### src/sv/pba_pkg.sv
`timescale 1ns / 1ps
// Shared types and constants of the page bitmap allocator.
package pba_pkg;

  localparam int CMD_W   = 3;
  localparam int OWNER_W = 16;
  localparam int COUNT_W = 14;
  localparam int INDEX_W = 13;
  localparam int START_W = 13;

  typedef enum logic [CMD_W-1:0] {
    CMD_ALLOC      = 3'd0,
    CMD_FREE       = 3'd1,
    CMD_FREE_OWNER = 3'd2,
    CMD_QUERY      = 3'd3,
    CMD_SET_USED   = 3'd4,
    CMD_SET_OWNER  = 3'd5
  } cmd_e;

  typedef enum logic [3:0] {
    ST_CLEAR,
    ST_IDLE,
    ST_SCAN,
    ST_MARK,
    ST_FREE,
    ST_OWN_SCAN,
    ST_READ,
    ST_WB,
    ST_DONE
  } state_e;

  typedef struct packed {
    logic [CMD_W-1:0]   command;
    logic [OWNER_W-1:0] owner_id;
    logic [COUNT_W-1:0] page_count;
    logic [INDEX_W-1:0] page_index;
    logic               used_flag;
  } cmd_word_t;

  typedef struct packed {
    logic               ok;
    logic [START_W-1:0] start_page;
    logic               page_used;
    logic [OWNER_W-1:0] page_owner;
  } res_word_t;

  localparam res_word_t RES_DEFAULT = '{ok: 1'b1, start_page: '0, page_used: 1'b0,
                                        page_owner: '0};

endpackage

### src/sv/pba_seq.sv
`timescale 1ns / 1ps
// Command sequencer: clearing pass, scans and read-modify-write of the page map.
module pba_seq #(
  parameter int unsigned NUM_PAGES      = 8192,
  parameter int unsigned RESERVED_PAGES = 4096,
  parameter int unsigned OWNER_BITS     = 16,
  parameter int unsigned PAGE_W         = 13,
  parameter int unsigned ENT_W          = 17
) (
  input  logic                clk,
  input  logic                rst_n,
  input  logic                start,
  input  pba_pkg::cmd_word_t  cmd,
  output logic                idle,
  output logic                done,
  output pba_pkg::res_word_t  res,
  input  logic                res_take,
  output logic                mem_rd_en,
  output logic [PAGE_W-1:0]   mem_rd_addr,
  input  logic [ENT_W-1:0]    mem_rd_data,
  output logic                mem_wr_en,
  output logic [PAGE_W-1:0]   mem_wr_addr,
  output logic [ENT_W-1:0]    mem_wr_data
);

  localparam int unsigned CNT_W = $clog2(NUM_PAGES + 1);
  localparam int unsigned AW    = ((CNT_W > 15) ? CNT_W : 15) + 1;
  localparam bit ALLOC_EMPTY    = (RESERVED_PAGES >= NUM_PAGES);

  pba_pkg::state_e    state_r, state_nxt;
  pba_pkg::cmd_word_t cmd_r, cmd_nxt;
  pba_pkg::res_word_t res_r, res_nxt;
  logic [CNT_W-1:0]   ptr_r, ptr_nxt;
  logic [CNT_W-1:0]   run_r, run_nxt;
  logic [PAGE_W-1:0]  first_r, first_nxt;
  logic [pba_pkg::COUNT_W-1:0] k_r, k_nxt;
  logic               rd_vld_r, rd_vld_nxt;
  logic [PAGE_W-1:0]  rd_addr_r, rd_addr_nxt;

  logic                  scan_issue;
  logic                  ent_used;
  logic [OWNER_BITS-1:0] ent_owner;
  logic [OWNER_BITS-1:0] own_in;
  logic [AW-1:0]         run_inc;
  logic                  run_hit;
  logic [PAGE_W-1:0]     first_sel;
  logic [AW-1:0]         mark_addr;
  logic [AW-1:0]         free_addr;
  logic                  clr_used;

  assign scan_issue = (ptr_r != CNT_W'(NUM_PAGES));
  assign ent_used   = mem_rd_data[OWNER_BITS];
  assign ent_owner  = mem_rd_data[OWNER_BITS-1:0];
  assign own_in     = OWNER_BITS'(cmd_r.owner_id);
  assign run_inc    = AW'(run_r) + AW'(1);
  assign run_hit    = rd_vld_r && !ent_used && (run_inc >= AW'(cmd_r.page_count));
  assign first_sel  = (run_r == '0) ? rd_addr_r : first_r;
  assign mark_addr  = AW'(first_r) + AW'(k_r);
  assign free_addr  = AW'(cmd_r.page_index) + AW'(k_r);
  assign clr_used   = (32'(ptr_r) < RESERVED_PAGES);

  always_ff @(posedge clk) begin
    if (!rst_n) begin
      state_r  <= pba_pkg::ST_CLEAR;
      ptr_r    <= '0;
      rd_vld_r <= 1'b0;
    end else begin
      state_r  <= state_nxt;
      ptr_r    <= ptr_nxt;
      rd_vld_r <= rd_vld_nxt;
    end
  end

  always_ff @(posedge clk) begin
    cmd_r     <= cmd_nxt;
    res_r     <= res_nxt;
    run_r     <= run_nxt;
    first_r   <= first_nxt;
    k_r       <= k_nxt;
    rd_addr_r <= rd_addr_nxt;
  end

  always_comb begin
    state_nxt   = state_r;
    cmd_nxt     = cmd_r;
    res_nxt     = res_r;
    ptr_nxt     = ptr_r;
    run_nxt     = run_r;
    first_nxt   = first_r;
    k_nxt       = k_r;
    rd_vld_nxt  = 1'b0;
    rd_addr_nxt = rd_addr_r;
    mem_rd_en   = 1'b0;
    mem_rd_addr = ptr_r[PAGE_W-1:0];
    mem_wr_en   = 1'b0;
    mem_wr_addr = ptr_r[PAGE_W-1:0];
    mem_wr_data = '0;
    case (state_r)
      pba_pkg::ST_CLEAR: begin
        mem_wr_en   = 1'b1;
        mem_wr_data = {clr_used, {OWNER_BITS{1'b0}}};
        ptr_nxt     = ptr_r + 1'b1;
        if (ptr_r == CNT_W'(NUM_PAGES - 1)) begin
          state_nxt = pba_pkg::ST_IDLE;
        end
      end
      pba_pkg::ST_IDLE: begin
        if (start) begin
          cmd_nxt = cmd;
          res_nxt = pba_pkg::RES_DEFAULT;
          k_nxt   = '0;
          run_nxt = '0;
          ptr_nxt = '0;
          case (cmd.command)
            pba_pkg::CMD_ALLOC: begin
              if (ALLOC_EMPTY) begin
                res_nxt.ok = 1'b0;
                state_nxt  = pba_pkg::ST_DONE;
              end else begin
                ptr_nxt   = CNT_W'(RESERVED_PAGES);
                state_nxt = pba_pkg::ST_SCAN;
              end
            end
            pba_pkg::CMD_FREE:       state_nxt = pba_pkg::ST_FREE;
            pba_pkg::CMD_FREE_OWNER: state_nxt = pba_pkg::ST_OWN_SCAN;
            pba_pkg::CMD_QUERY, pba_pkg::CMD_SET_USED, pba_pkg::CMD_SET_OWNER:
              state_nxt = pba_pkg::ST_READ;
            default:                 state_nxt = pba_pkg::ST_DONE;
          endcase
        end
      end
      pba_pkg::ST_SCAN: begin
        mem_rd_en   = scan_issue;
        rd_vld_nxt  = scan_issue;
        rd_addr_nxt = ptr_r[PAGE_W-1:0];
        if (scan_issue) begin
          ptr_nxt = ptr_r + 1'b1;
        end
        if (rd_vld_r) begin
          if (ent_used) begin
            run_nxt = '0;
          end else begin
            run_nxt   = run_r + 1'b1;
            first_nxt = first_sel;
          end
        end
        if (run_hit) begin
          mem_rd_en  = 1'b0;
          rd_vld_nxt = 1'b0;
          k_nxt      = '0;
          if (cmd_r.page_count == '0) begin
            res_nxt.start_page = pba_pkg::START_W'(first_sel);
            state_nxt          = pba_pkg::ST_DONE;
          end else begin
            state_nxt = pba_pkg::ST_MARK;
          end
        end else if (!scan_issue) begin
          res_nxt.ok = 1'b0;
          state_nxt  = pba_pkg::ST_DONE;
        end
      end
      pba_pkg::ST_MARK: begin
        mem_wr_en   = 1'b1;
        mem_wr_addr = mark_addr[PAGE_W-1:0];
        mem_wr_data = {1'b1, own_in};
        k_nxt       = k_r + 1'b1;
        if (k_r == cmd_r.page_count - 1'b1) begin
          res_nxt.start_page = pba_pkg::START_W'(first_r);
          state_nxt          = pba_pkg::ST_DONE;
        end
      end
      pba_pkg::ST_FREE: begin
        mem_wr_addr = free_addr[PAGE_W-1:0];
        if (k_r == cmd_r.page_count || free_addr >= AW'(NUM_PAGES)) begin
          state_nxt = pba_pkg::ST_DONE;
        end else begin
          mem_wr_en = 1'b1;
          k_nxt     = k_r + 1'b1;
        end
      end
      pba_pkg::ST_OWN_SCAN: begin
        mem_rd_en   = scan_issue;
        rd_vld_nxt  = scan_issue;
        rd_addr_nxt = ptr_r[PAGE_W-1:0];
        mem_wr_addr = rd_addr_r;
        if (scan_issue) begin
          ptr_nxt = ptr_r + 1'b1;
        end
        if (rd_vld_r && ent_owner == own_in) begin
          mem_wr_en = 1'b1;
        end
        if (!scan_issue) begin
          state_nxt = pba_pkg::ST_DONE;
        end
      end
      pba_pkg::ST_READ: begin
        mem_rd_addr = PAGE_W'(cmd_r.page_index);
        if (AW'(cmd_r.page_index) >= AW'(NUM_PAGES)) begin
          state_nxt = pba_pkg::ST_DONE;
        end else begin
          mem_rd_en = 1'b1;
          state_nxt = pba_pkg::ST_WB;
        end
      end
      pba_pkg::ST_WB: begin
        mem_wr_addr = PAGE_W'(cmd_r.page_index);
        case (cmd_r.command)
          pba_pkg::CMD_QUERY: begin
            res_nxt.page_used  = ent_used;
            res_nxt.page_owner = pba_pkg::OWNER_W'(ent_owner);
          end
          pba_pkg::CMD_SET_USED: begin
            mem_wr_en   = 1'b1;
            mem_wr_data = {cmd_r.used_flag, ent_owner};
          end
          pba_pkg::CMD_SET_OWNER: begin
            mem_wr_en   = 1'b1;
            mem_wr_data = {ent_used, own_in};
          end
          default: ;
        endcase
        state_nxt = pba_pkg::ST_DONE;
      end
      pba_pkg::ST_DONE: begin
        if (res_take) begin
          state_nxt = pba_pkg::ST_IDLE;
        end
      end
      default: state_nxt = pba_pkg::ST_IDLE;
    endcase
  end

  assign idle = (state_r == pba_pkg::ST_IDLE);
  assign done = (state_r == pba_pkg::ST_DONE);
  assign res  = res_r;

endmodule

### config.mk
export PLATFORM = sky130hd
export DESIGN_NAME = pba_seq
export DESIGN_NICKNAME = d
export VERILOG_FILES = /design/src/sv/pba_pkg.sv /design/src/sv/pba_seq.sv
export SDC_FILE = /design/constraint.sdc
export NUM_CORES = 1
export LEC_CHECK = 0
export BUFFER_PORTS_ARGS = -buffer_cell sky130_fd_sc_hd__buf_2
export CORE_AREA = 5 5 203 166
export DETAILED_ROUTE_END_ITERATION = 8
export DIE_AREA = 0 0 208 171
export GPL_TIMING_DRIVEN = 0
export SYNTH_ARGS = -nofsm -noshare
export SYNTH_HDL_FRONTEND = slang
export SYNTH_SLANG_ARGS = --single-unit
### constraint.sdc
create_clock -name clk -period 4.9 [get_ports clk]
set_clock_uncertainty 0.1 [all_clocks]
set_input_delay 1.47 -clock clk [delete_from_list [all_inputs] [get_ports clk]]
set_output_delay 1.47 -clock clk [all_outputs]
set_load 0.01 [all_outputs]
==> impl_results.md, run 1 <==
- Syn Area/Cell: 10.55 sq um
- Gr ovfl total: 0
- Layout cells sized above 1: 0.2403
- Max Cap Violations: 0
- Vias in the first global route: 7477
- Max-slew violation count: 0
- CP Launch Type: register
- GRT Util Overall: 0.1578
- Hold Vio Cnt, Final: 0
- Final Cycle Share: 1.006
- Final std cell area, no fill: about 11000 sq um
- Peak Freq: a little over 200 MHz
- VDD IR max: approximately 0.26 mV
- Worst-path clk slew: around 0.070 ns
- Hold WS: between 0.4 and 0.5 ns
- Detailed-route via count: about 7800
- EDFF count, synth: ~130
- Area Growth Syn to Fin: 23.62%
- Placed cell area: 10600 sq um
- Multi-input logic area: just under 5000 sq um
- Clock power share: 0.387
- Min cycle time layout: slightly below 5 ns
- Mapped Nets: ~1000
- Post-DR vias/cell: ~5.2
- Antenna violations before repair: 3
- Crit Path Max Fanout: 5
- Synthesized cell area: approximately 9300 sq um
- Critical Path Sink Type: output port
- Pint: approximately 0.0025 W
- DRC viols: 0
- Seq pwr share: 0.440
- Drt total wl: 28940 microns
- Mapped Cells: 880
- Max Root-Sink Buffers: 2
- Sequential fraction of the synthesis area: 0.4681
- Commonest non-fill, non-tap cell in the layout: buf_2
- Hold Crit Class: reg2reg
- Inserted Clock Buffers: 17
- Filler cells: between 3000 and 4000
- Failing checks: negative setup slack
- Clk root buf: clkbuf_16
- Slew of the pin with the lowest slew margin: 1.201 ns
- IO Port Bufs: about 140
- Logic pwr share: 0.173
- Die ar.: 35570 sq um
- CORE AREA: around 32000 sq um
- Post-route setup TNS: -0.02984 ns
- Switching share of power: 0.2880
- DP Wirelength: 21740 microns
- Layout Cells excl Fill: between 1500 and 2000
- CTS tree: built
- First-pass GRT wire length: between 40000 and 50000 microns
- Worst EP required: 3.33 ns
- Largest net degree at the start of global routing: 27
- Crit-path cells: nand4_1 -> nor2_4 -> nand4_1 -> xnor2_2 -> ha_1 -> nand3_2 -> nor4_4 -> nor4_4 -> a211oi_2 -> o21ai_1 -> nand2_1 -> o21ai_2 -> buf_2
- Ant diodes: 0
- Worst rel slew slack: 0.1932
- Initial core utilization: 0.2924
- Synth unique cells: 75
- Fraction of registers with async set/reset: 0
- RSZ-0062 raised after global routing: true
- Switch Pwr: between 0.001 and 0.0015 W
- Die Span Y: 171 microns
- Max stage delay on crit path: between 0.4 and 0.5 ns
- Fin nets: 1180
- Seq cells post-synth: between 150 and 200
- Most frequent cells in the layout: buf_2 (148), edfxtp_1 (132), nor2_1 (65)
- Setup ws final: -0.02984 ns
- Row count: a little under 60
- DRT iter0 DRCs: 912
- Ports: between 100 and 150
- Final setup fails: 1
- Yosys Warn Count: 0
- Clock insertion delay at the later pin of the skew report: approximately 0.44 ns
- DP Worst Slack: -0.04678 ns
- Status: finished, violations left
- Leakage: around 4.4 nW
- Most used DFF post-synth: edfxtp_1
- Power per Cell Area: 307.3 nW/um^2
- Gp weighted congestion: between 0.9 and 1
- Pre-antenna DRT Iters: 5
- Register area: ~4300 sq um
- CTS sink cnt: 151
- Die width: 208 microns
- CP Data Arrival Time: 3.36 ns
- WL/cell: roughly 19 microns
- Placed cell count: around 1500
- Detail Route Antenna Nets: 0
- Max H-tree Level: 4
- Crit path kind: reg2out
- Slowest-stage cell, CP: edfxtp_1
Yosys cell counts (5+ instances only):
cell       number  area, sq um
dfxtp_1        19        380.4
nand2b_1        5        31.28
a22oi_1         5        37.54
o211ai_1       11        82.58
o21a_1          5        37.54
and2_1         20        125.1
nand4_1        18        112.6
a2111oi_0       5        43.79
mux2_2         13        146.4
nand3_1        28        140.1
nor2_1         70        262.8
a211oi_1       14        105.1
ha_1           45        563.0
xor2_1         35        306.5
a21oi_1        29        145.1
clkbuf_1       22        82.58
a22o_1         29        254.0
and3_1          7        43.79
or4_1           5        37.54
inv_1          41        153.9
o21ai_0        33        165.2
mux2_1         10        112.6
edfxtp_1      132         3964
nor3_1         19        95.09
a31oi_1         8        50.05
mux2i_1         6        60.06
nand2_1        61        229.0
a21o_1          9        67.56
nor4_1         13        81.33
nor2b_1        16        100.1
o21bai_1       10        75.07
or3_1           6        37.54
xnor2_1        51        446.7
a221oi_1       11        96.34
metrics by stage:
stage / power [W] / util
after global routing: 0.003679 / 0.3615
after floorplan: 0.001939 / -
after CTS: 0.003527 / 0.3545
final: 0.003526 / 0.3615
after global placement: 0.002130 / 0.3319
after detailed placement: 0.002147 / 0.3339
worst paths after layout:
check                           slack, ns                     end              startpoint  cells past startpoint
worst min register to register       0.47  rd_addr_r[7]$_DFFE_PP_   ptr_r[7]$_SDFFE_PN0P_                      0
worst max register to register       0.90    k_r[6]$_SDFFCE_PP0P_  run_r[2]$_SDFFCE_PP0P_                     13
worst max-delay path                -0.03               mem_rd_en  run_r[2]$_SDFFCE_PP0P_                     13
worst min-delay path                 0.47  rd_addr_r[7]$_DFFE_PP_   ptr_r[7]$_SDFFE_PN0P_                      0
area by class of cell:
cell class,instances,area share
Tap cell,427,0.04656
Sequential cell,151,0.3786
Multi-Input combinational cell,658,0.4188
Timing Repair Buffer,166,0.07895
Inverter,41,0.01341
Clock buffer,20,0.03980
Buffer,30,0.01156
Clock inverter,12,0.01232
sequential cells by signal (all words and copies together), names as in the netlist:
register and cells:
res 31, first_r 13, own_in 16, rd_vld_r 1, cmd_r 31, state_r 4
rd_addr_r 13, run_r 14, ptr_r 14, k_r 14
critical path: cells and delay by family (launching register included):
family | cells | cell delay (ns)
simple gates | 7 | 1.31
fa+ha+maj | 1 | 0.32
buf+inv | 1 | 0.15
xor+xnor | 1 | 0.18
compound gates | 3 | 0.53
flops | 1 | 0.43
per-layer routing:
layer | share of wire | track usage | vias to the layer above
met1 | 0.44 | 0.2163 | 3712
met4 | 0.020 | 0.04739 | 6
met3 | 0.12 | 0.05866 | 32
li1 | - | - | 3721
met5 | 0.0015 | 0 | -
met2 | 0.42 | 0.2336 | 353
power by group through the flow:
stage | combinational [W] | sequential [W] | clock, W
final | 0.000610 | 0.00155 | 0.00136
after global routing | 0.000675 | 0.00156 | 0.00145
after global placement | 0.000541 | 0.00159 | 0
after floorplan | 0.000384 | 0.00155 | 0
after CTS | 0.000576 | 0.00156 | 0.00140
after detailed placement | 0.000561 | 0.00159 | 0
cells by family after synthesis:
| kind of cell | Yosys count | synth area share |
|---|---|---|
| muxes | 29 | 0.03438 |
| buffers and inverters | 71 | 0.03087 |
| adders and majority gates | 47 | 0.06498 |
| xor gates and xnor gates | 86 | 0.08115 |
| and+or+nand+nor | 285 | 0.1565 |
| DFF | 151 | 0.4680 |
| AOI/OAI and AO/OA | 211 | 0.1641 |
timing repair:
item,4_1_cts,5_1_grt
setup buffers,5,13
pin swaps,1,14
hold endpoints to repair,0,0
endpoints found under the setup margin,5,20
hold buffers,0,0
resized for setup,6,25
No activity file was read; power rests on OpenSTA's default activity.
==> run 2, diff against run 1 <==
--- a/config.mk
+++ b/config.mk
@@ -5,10 +5,10 @@
 export SDC_FILE = /design/constraint.sdc
 export NUM_CORES = 1
 export LEC_CHECK = 0
-export BUFFER_PORTS_ARGS = -buffer_cell sky130_fd_sc_hd__buf_2
 export CORE_AREA = 5 5 203 166
 export DETAILED_ROUTE_END_ITERATION = 8
 export DIE_AREA = 0 0 208 171
+export DONT_BUFFER_PORTS = 1
 export GPL_TIMING_DRIVEN = 0
 export SYNTH_ARGS = -nofsm -noshare
 export SYNTH_HDL_FRONTEND = slang
==> impl_results.md, run 2 (synthesis results as in run 1) <==
- Layout Cells excl Fill: 1353 (-10%)
- Fin nets: 1029 (-13%)
- DP Wirelength: 21780 microns (+0.14%)
- CP Launch Type: register
- Min cycle time layout: 4.743 ns (-0.1867 ns)
- Worst r2r src: run_r[4]$_SDFFCE_PP0P_
- Worst hold start: ptr_r[2]$_SDFFE_PN0P_
- Ports: 146 (unchanged)
- Die width: 208 microns (unchanged)
- Max-slew violation count: 0 (unchanged)
- Layout cells sized above 1: 0.1112 (-0.1290)
- CORE AREA: 31740 sq um (unchanged)
- Worst EP required: 3.33 ns (about the same)
- CP Data Arrival Time: 3.17 ns (-0.19 ns)
- Reg2reg setup slack: 1.09 ns (+0.19 ns)
- Final core occ: 0.3339 (-0.02751)
- Max H-tree Level: 4 (unchanged)
- Pre-antenna DRT Iters: 5 (unchanged)
- Multi-input logic area: 4776 sq um (-0.60%)
- Pint: 0.002327 W (-7.3%)
- Hold Crit Class: reg2reg
- Logic pwr share: 0.160 (-0.013)
- Gp weighted congestion: 0.9282 (+1.5%)
- Clock insertion delay at the later pin of the skew report: 0.43 ns (about the same)
- CTS tree: built
- CTS hold repair buffers: 0 (unchanged)
- Final Cycle Share: 0.9680 (-0.03809)
- Die Span Y: 171 microns (unchanged)
- Antenna violations before repair: 2 (-1)
- Leakage: 3.657 nW (-17%)
- Worst rel slew slack: 0.1640 (-0.02918)
- Gr ovfl total: 0 (unchanged)
- Seq pwr share: 0.474 (+0.034)
- Clock power share: 0.366 (-0.021)
- Row count: 59 (unchanged)
- Vias in the first global route: 6934 (-7.3%)
- Worst-path clk slew: 0.07 ns (about the same)
- Max Root-Sink Buffers: 2 (unchanged)
- Ant diodes: 0 (unchanged)
- Switch Pwr: 0.0009728 W (-4.2%)
- Power per Cell Area: 311.3 nW/um^2 (+1.3%)
- Critical Path Sink Type: output port
- First-pass GRT wire length: 42790 microns (-1.3%)
- Hold WS: 0.4732 ns (-0.00007000 ns)
- Filler cells: 3236 (+0.72%)
- Hold Vio Cnt, Final: 0 (unchanged)
- Post-route setup TNS: 0 ns (+0.02984 ns)
- DRC viols: 0 (unchanged)
- DP Worst Slack: 0.04202 ns (+0.08880 ns)
- Clk root buf: clkbuf_16
- Setup ws final: 0.1568 ns (+0.1867 ns)
- Final setup fails: 0 (-1)
- Slew of the pin with the lowest slew margin: 1.244 ns (+0.04343 ns)
- Area Growth Syn to Fin: 14.21%
- Crit path kind: reg2out
- Max Cap Violations: 0 (unchanged)
- Detailed-route via count: 7237 (-7.5%)
- Switching share of power: 0.2948 (+0.006866)
- Register area: 4344 sq um (unchanged)
- GRT Util Overall: 0.1567 (-0.001073)
- Drt total wl: 28410 microns (-1.8%)
- Peak Freq: 210.8 MHz (+3.9%)
- Most frequent cells in the layout: edfxtp_1 (132), nor2_1 (64), nand2_1 (61)
- Critical path origin: run_r[4]$_SDFFCE_PP0P_
- IO Port Bufs: 0 (-100%)
- Post-DR vias/cell: 5.349 (+2.9%)
- Die ar.: 35570 sq um (unchanged)
- VDD IR max: 0.2393 mV (-8.9%)
- Crit Path Max Fanout: 4 (-1)
- RSZ-0062 raised after global routing: true
- CTS sink cnt: 151 (unchanged)
- Inserted Clock Buffers: 17 (unchanged)
- Detail Route Antenna Nets: 0 (unchanged)
- Status: complete, no violations
- Largest net degree at the start of global routing: 27 (unchanged)
- Commonest non-fill, non-tap cell in the layout: edfxtp_1
- DRT iter0 DRCs: 705 (-23%)
- WL/cell: 21.00 microns (+9.2%)
- Initial core utilization: 0.2924 (unchanged)
- Placed cell count: 1311 (-9.9%)
-- run 2: through the flow --
step	power [W]	cell area (sq um)
4_1_cts	0.003319	10450
3_3_place_gp	0.002080	9816
5_1_grt	0.003466	10600
3_5_place_dp	0.002092	9877
2_1_floorplan	0.001939	9281
6_report	0.003300	10600
-- run 2: cell type report --
class / instances / share of cell area
Timing Repair Buffer: 15 / 0.01251
Clock buffer: 17 / 0.04013
Clock inverter: 14 / 0.009561
Sequential cell: 151 / 0.4098
Buffer: 30 / 0.01251
Multi-Input combinational cell: 658 / 0.4505
Tap cell: 427 / 0.05040
Inverter: 41 / 0.01452
-- run 2: power by group through the flow --
stage / clock network [W] / registers (W) / logic, W
after global routing: 0.00131 / 0.00157 / 0.000584
after global placement: 0 / 0.00160 / 0.000483
after floorplan: 0 / 0.00155 / 0.000384
after CTS: 0.00125 / 0.00156 / 0.000510
final: 0.00121 / 0.00156 / 0.000527
after detailed placement: 0 / 0.00159 / 0.000498
-- run 2: path summary, 6_finish.rpt --
| check | end | cells past startpoint |
|---|---|---|
| max | mem_rd_en | 12 |
| min | rd_addr_r[2]$_DFFE_PP_ | 0 |
| max reg2reg | k_r[6]$_SDFFCE_PP0P_ | 13 |
| min reg2reg | rd_addr_r[2]$_DFFE_PP_ | 0 |
-- run 2: worst max-delay path, cell delays in order, from the launching register on --
cell,delay (ns)
edfxtp_1,0.41
nand4_1,0.24
nor2_4,0.22
nand4_1,0.16
xnor2_2,0.18
ha_1,0.30
a21o_1,0.18
a21o_1,0.19
nor4_2,0.30
a211oi_2,0.14
o21ai_0,0.16
nand2_1,0.13
o21ai_4,0.13
-- run 2: what timing repair did --
| item | 4_1_cts | 5_1_grt |
|---|---|---|
| cloned | 0 | 0 |
| gates resized for setup | 5 | 20 |
| endpoints found under the setup margin | 5 | 10 |
| pin swaps | 1 | 2 |
| buffers inserted | 4 | 7 |
-- run 2: routing by layer --
metal	global-route usage	wire length, microns	vias to the layer above
met1	0.2274	12790	3442
met4	0.04168	501	2
met2	0.2296	12050	339
met5	0	11	-
met3	0.04455	3052	37
li1	-	-	3417
==> run 3, diff against run 2 <==
--- a/config.mk
+++ b/config.mk
@@ -5,9 +5,9 @@
 export SDC_FILE = /design/constraint.sdc
 export NUM_CORES = 1
 export LEC_CHECK = 0
-export CORE_AREA = 5 5 203 166
+export CORE_AREA = 5 5 182 184
 export DETAILED_ROUTE_END_ITERATION = 8
-export DIE_AREA = 0 0 208 171
+export DIE_AREA = 0 0 187 189
 export DONT_BUFFER_PORTS = 1
 export GPL_TIMING_DRIVEN = 0
 export SYNTH_ARGS = -nofsm -noshare
==> constraint.sdc (replaced) <==
create_clock -name clk -period 4.9 [get_ports clk]
set_clock_uncertainty 0.1 [all_clocks]
set_input_delay 0.98 -clock clk [delete_from_list [all_inputs] [get_ports clk]]
set_output_delay 0.98 -clock clk [all_outputs]
set_load 0.01 [all_outputs]
==> impl_results.md, run 3 (synthesis results as in run 1) <==
- Min cycle time layout: 4.632 ns (-0.1109 ns)
- Critical Path Sink Type: output port
- Drt total wl: 28240 microns (-0.62%)
- Pint: 0.002431 W (+4.5%)
- Slowest-stage cell, CP: edfxtp_1
- RSZ-0062 raised after global routing: false
- Multi-input logic area: 4672 sq um (-2.2%)
- Max Cap Violations: 0 (unchanged)
- Max Root-Sink Buffers: 2 (unchanged)
- Critical R2R Capture: first_r[4]$_DFFE_PP_
- Worst r2r src: state_r[2]$_SDFFE_PN0P_
- Path depth of the worst reg2reg path: 7 (-6)
- Reg2reg setup slack: 0.93 ns (-0.16 ns)
- Switching share of power: 0.2797 (-0.01516)
- Most frequent cells in the layout: edfxtp_1 (132), nor2_1 (69), nand2_1 (61)
- VDD IR max: 0.2321 mV (-3.0%)
- Die Span Y: 189 microns (+11%)
- Crit path kind: reg2out
- Worst EP required: 3.82 ns (+0.49 ns)
- CORE AREA: 31230 sq um (-1.6%)
- GRT Util Overall: 0.1574 (+0.0006770)
- CTS sink cnt: 151 (unchanged)
- Clock power share: 0.385 (+0.019)
- Seq pwr share: 0.464 (-0.010)
- Switch Pwr: 0.0009440 W (-3.0%)
- Slew of the pin with the lowest slew margin: 1.316 ns (+0.07178 ns)
- Layout cells sized above 1: 0.08052 (-0.03071)
- Detail Route Antenna Nets: 0 (unchanged)
- Ports: 146 (unchanged)
- Post-DR vias/cell: 5.512 (+3.1%)
- Commonest non-fill, non-tap cell in the layout: edfxtp_1
- Final std cell area, no fill: 10440 sq um (-1.5%)
- Logic pwr share: 0.150 (-0.010)
- Wire length on met3: 2123 microns (-30%)
- Critical path capture point: mem_wr_addr[12]
- Final setup fails: 0 (unchanged)
- Area Growth Syn to Fin: 12.47%
- Row count: 65 (+10%)
- Die width: 187 microns (-10%)
- Clock insertion delay at the later pin of the skew report: 0.43 ns (about the same)
- Status: complete, no violations
- Hold Vio Cnt, Final: 0 (unchanged)
- CTS hold repair buffers: 0 (unchanged)
- Wire length on met1: 12370 microns (-3.3%)
- Critical path origin: k_r[0]$_SDFFCE_PP0P_
- CP Launch Type: register
- DR WL met2: 13030 microns (+8.2%)
- First-pass GRT wire length: 43030 microns (+0.55%)
- Gr ovfl total: 0 (unchanged)
- Worst-path clk slew: 0.06 ns (about the same)
- Max-slew violation count: 0 (unchanged)
- Pre-antenna DRT Iters: 5 (unchanged)
- Gp weighted congestion: 0.9430 (+1.6%)
- Power per Cell Area: 323.4 nW/um^2 (+3.9%)
- Vias in the first global route: 7084 (+2.2%)
- Peak Freq: 215.9 MHz (+2.4%)
- Inserted Clock Buffers: 17 (unchanged)
- Antenna violations before repair: 0 (-2)
- Ant diodes: 0 (unchanged)
- Hold Crit Class: reg2reg
- Final Cycle Share: 0.9454 (-0.02264)
- CP Data Arrival Time: 3.55 ns (+0.38 ns)
- IO Port Bufs: 0 (unchanged)
- Leakage: 3.630 nW (-0.74%)
- Filler cells: 3202 (-1.1%)
- DRT iter0 DRCs: 701 (-0.57%)
- Initial core utilization: 0.2972 (+0.004803)
- Max stage delay on crit path: 0.60 ns (+0.19 ns)
- Worst rel slew slack: 0.1193 (-0.04471)
- WL/cell: 21.38 microns (+1.8%)
- Placed cell area: 9846 sq um (-0.32%)
- DRC viols: 0 (unchanged)
- CTS tree: built
- Die ar.: 35340 sq um (-0.63%)
- Fin nets: 1021 (-0.78%)
- Register area: 4344 sq um (unchanged)
- Uppermost routed layer: met4
- Largest net degree at the start of global routing: 36 (+33%)
- Detailed-route via count: 7282 (+0.62%)
- Max H-tree Level: 4 (unchanged)
- DP Wirelength: 21530 microns (-1.1%)
- Crit Path Max Fanout: 7 (+3)
- Clk root buf: clkbuf_16
- Crit-path cells: ha_1 -> fa_1 -> a211oi_1 -> o21ai_0 -> a311oi_1 -> o21bai_1 -> mux2i_1 -> nor2_1 -> a31oi_1
- Post-route setup TNS: 0 ns (unchanged)
## run 3: cell count changes in the layout (fill, tap and decap cells not counted), moves of 3 or more
cell        previous run  this run
nor2_1                64        69
clkinv_2               3         6
a31oi_2                3         0
clkbuf_1              22        26
inv_6                  4         0
a31oi_1                5         8
clkinvlp_4             4         1
nor2_2                 5         1
buf_4                 13         5
## run 3: what timing repair did
| action | CTS | global route |
|---|---|---|
| resized for setup | 0 | 2 |
| endpoints found under the setup margin | 0 | 1 |
| buffers inserted | 0 | 3 |
## run 3: area by class of cell
class,count,share of cell area
Tap cell,402,0.04818
Buffer,30,0.01271
Clock inverter,10,0.01019
Sequential cell,151,0.4162
Inverter,41,0.01474
Multi-Input combinational cell,658,0.4476
Clock buffer,22,0.04351
Timing Repair Buffer,7,0.006952
## run 3: worst max-delay path: cells and delay by family (launching register included)
| family | cells | cell delay (ns) |
|---|---|---|
| AO/OA/AOI/OAI | 5 | 1.52 |
| multiplexers | 1 | 0.16 |
| AND/OR/NAND/NOR | 1 | 0.07 |
| flip-flops | 1 | 0.60 |
| adder cells (fa/ha/maj) | 2 | 0.76 |
## run 3: layer usage
layer,GRT usage,vias up
li1,-,3390
met1,0.2041,3540
met2,0.2501,306
met3,0.04849,46
met4,0.05518,0
met5,0,-
## run 3: worst min-delay path by stage
stage / from / slack [ns] / endpoint / cells past startpoint
2_1_floorplan: ptr_r[5]$_SDFFE_PN0P_ / 0.41 / rd_addr_r[5]$_DFFE_PP_ / 0
3_5_place_dp: ptr_r[2]$_SDFFE_PN0P_ / 0.46 / rd_addr_r[2]$_DFFE_PP_ / 0
4_1_cts: ptr_r[4]$_SDFFE_PN0P_ / 0.47 / rd_addr_r[4]$_DFFE_PP_ / 0
3_3_place_gp: ptr_r[2]$_SDFFE_PN0P_ / 0.47 / rd_addr_r[2]$_DFFE_PP_ / 0
5_1_grt: ptr_r[4]$_SDFFE_PN0P_ / 0.48 / rd_addr_r[4]$_DFFE_PP_ / 0
6_report: ptr_r[4]$_SDFFE_PN0P_ / 0.48 / rd_addr_r[4]$_DFFE_PP_ / 0
## run 3: per-stage QoR
stage / setup slack, ns / utilization / power [W] / hold slack (ns) / std cells
2_1_floorplan: 0.7816 / - / 0.001939 / 0.4062 / 880
3_3_place_gp: -0.1797 / 0.3133 / 0.002081 / 0.4651 / 1282
3_5_place_dp: 0.5823 / 0.3153 / 0.002094 / 0.4647 / 1286
4_1_cts: 0.09876 / 0.3332 / 0.003403 / 0.4722 / 1318
5_1_grt: 0.04384 / 0.3343 / 0.003530 / 0.4822 / 1321
6_report: 0.2677 / 0.3343 / 0.003375 / 0.4809 / 1321
## run 3: power groups by stage
| stage | clock network [W] | logic (W) | registers [W] |
|---|---|---|---|
| finish | 0.00130 | 0.000507 | 0.00157 |
| global route | 0.00139 | 0.000563 | 0.00158 |
| CTS | 0.00133 | 0.000505 | 0.00157 |
| detailed placement | 0 | 0.000501 | 0.00159 |
| global placement | 0 | 0.000484 | 0.00160 |
| floorplan | 0 | 0.000384 | 0.00155 |
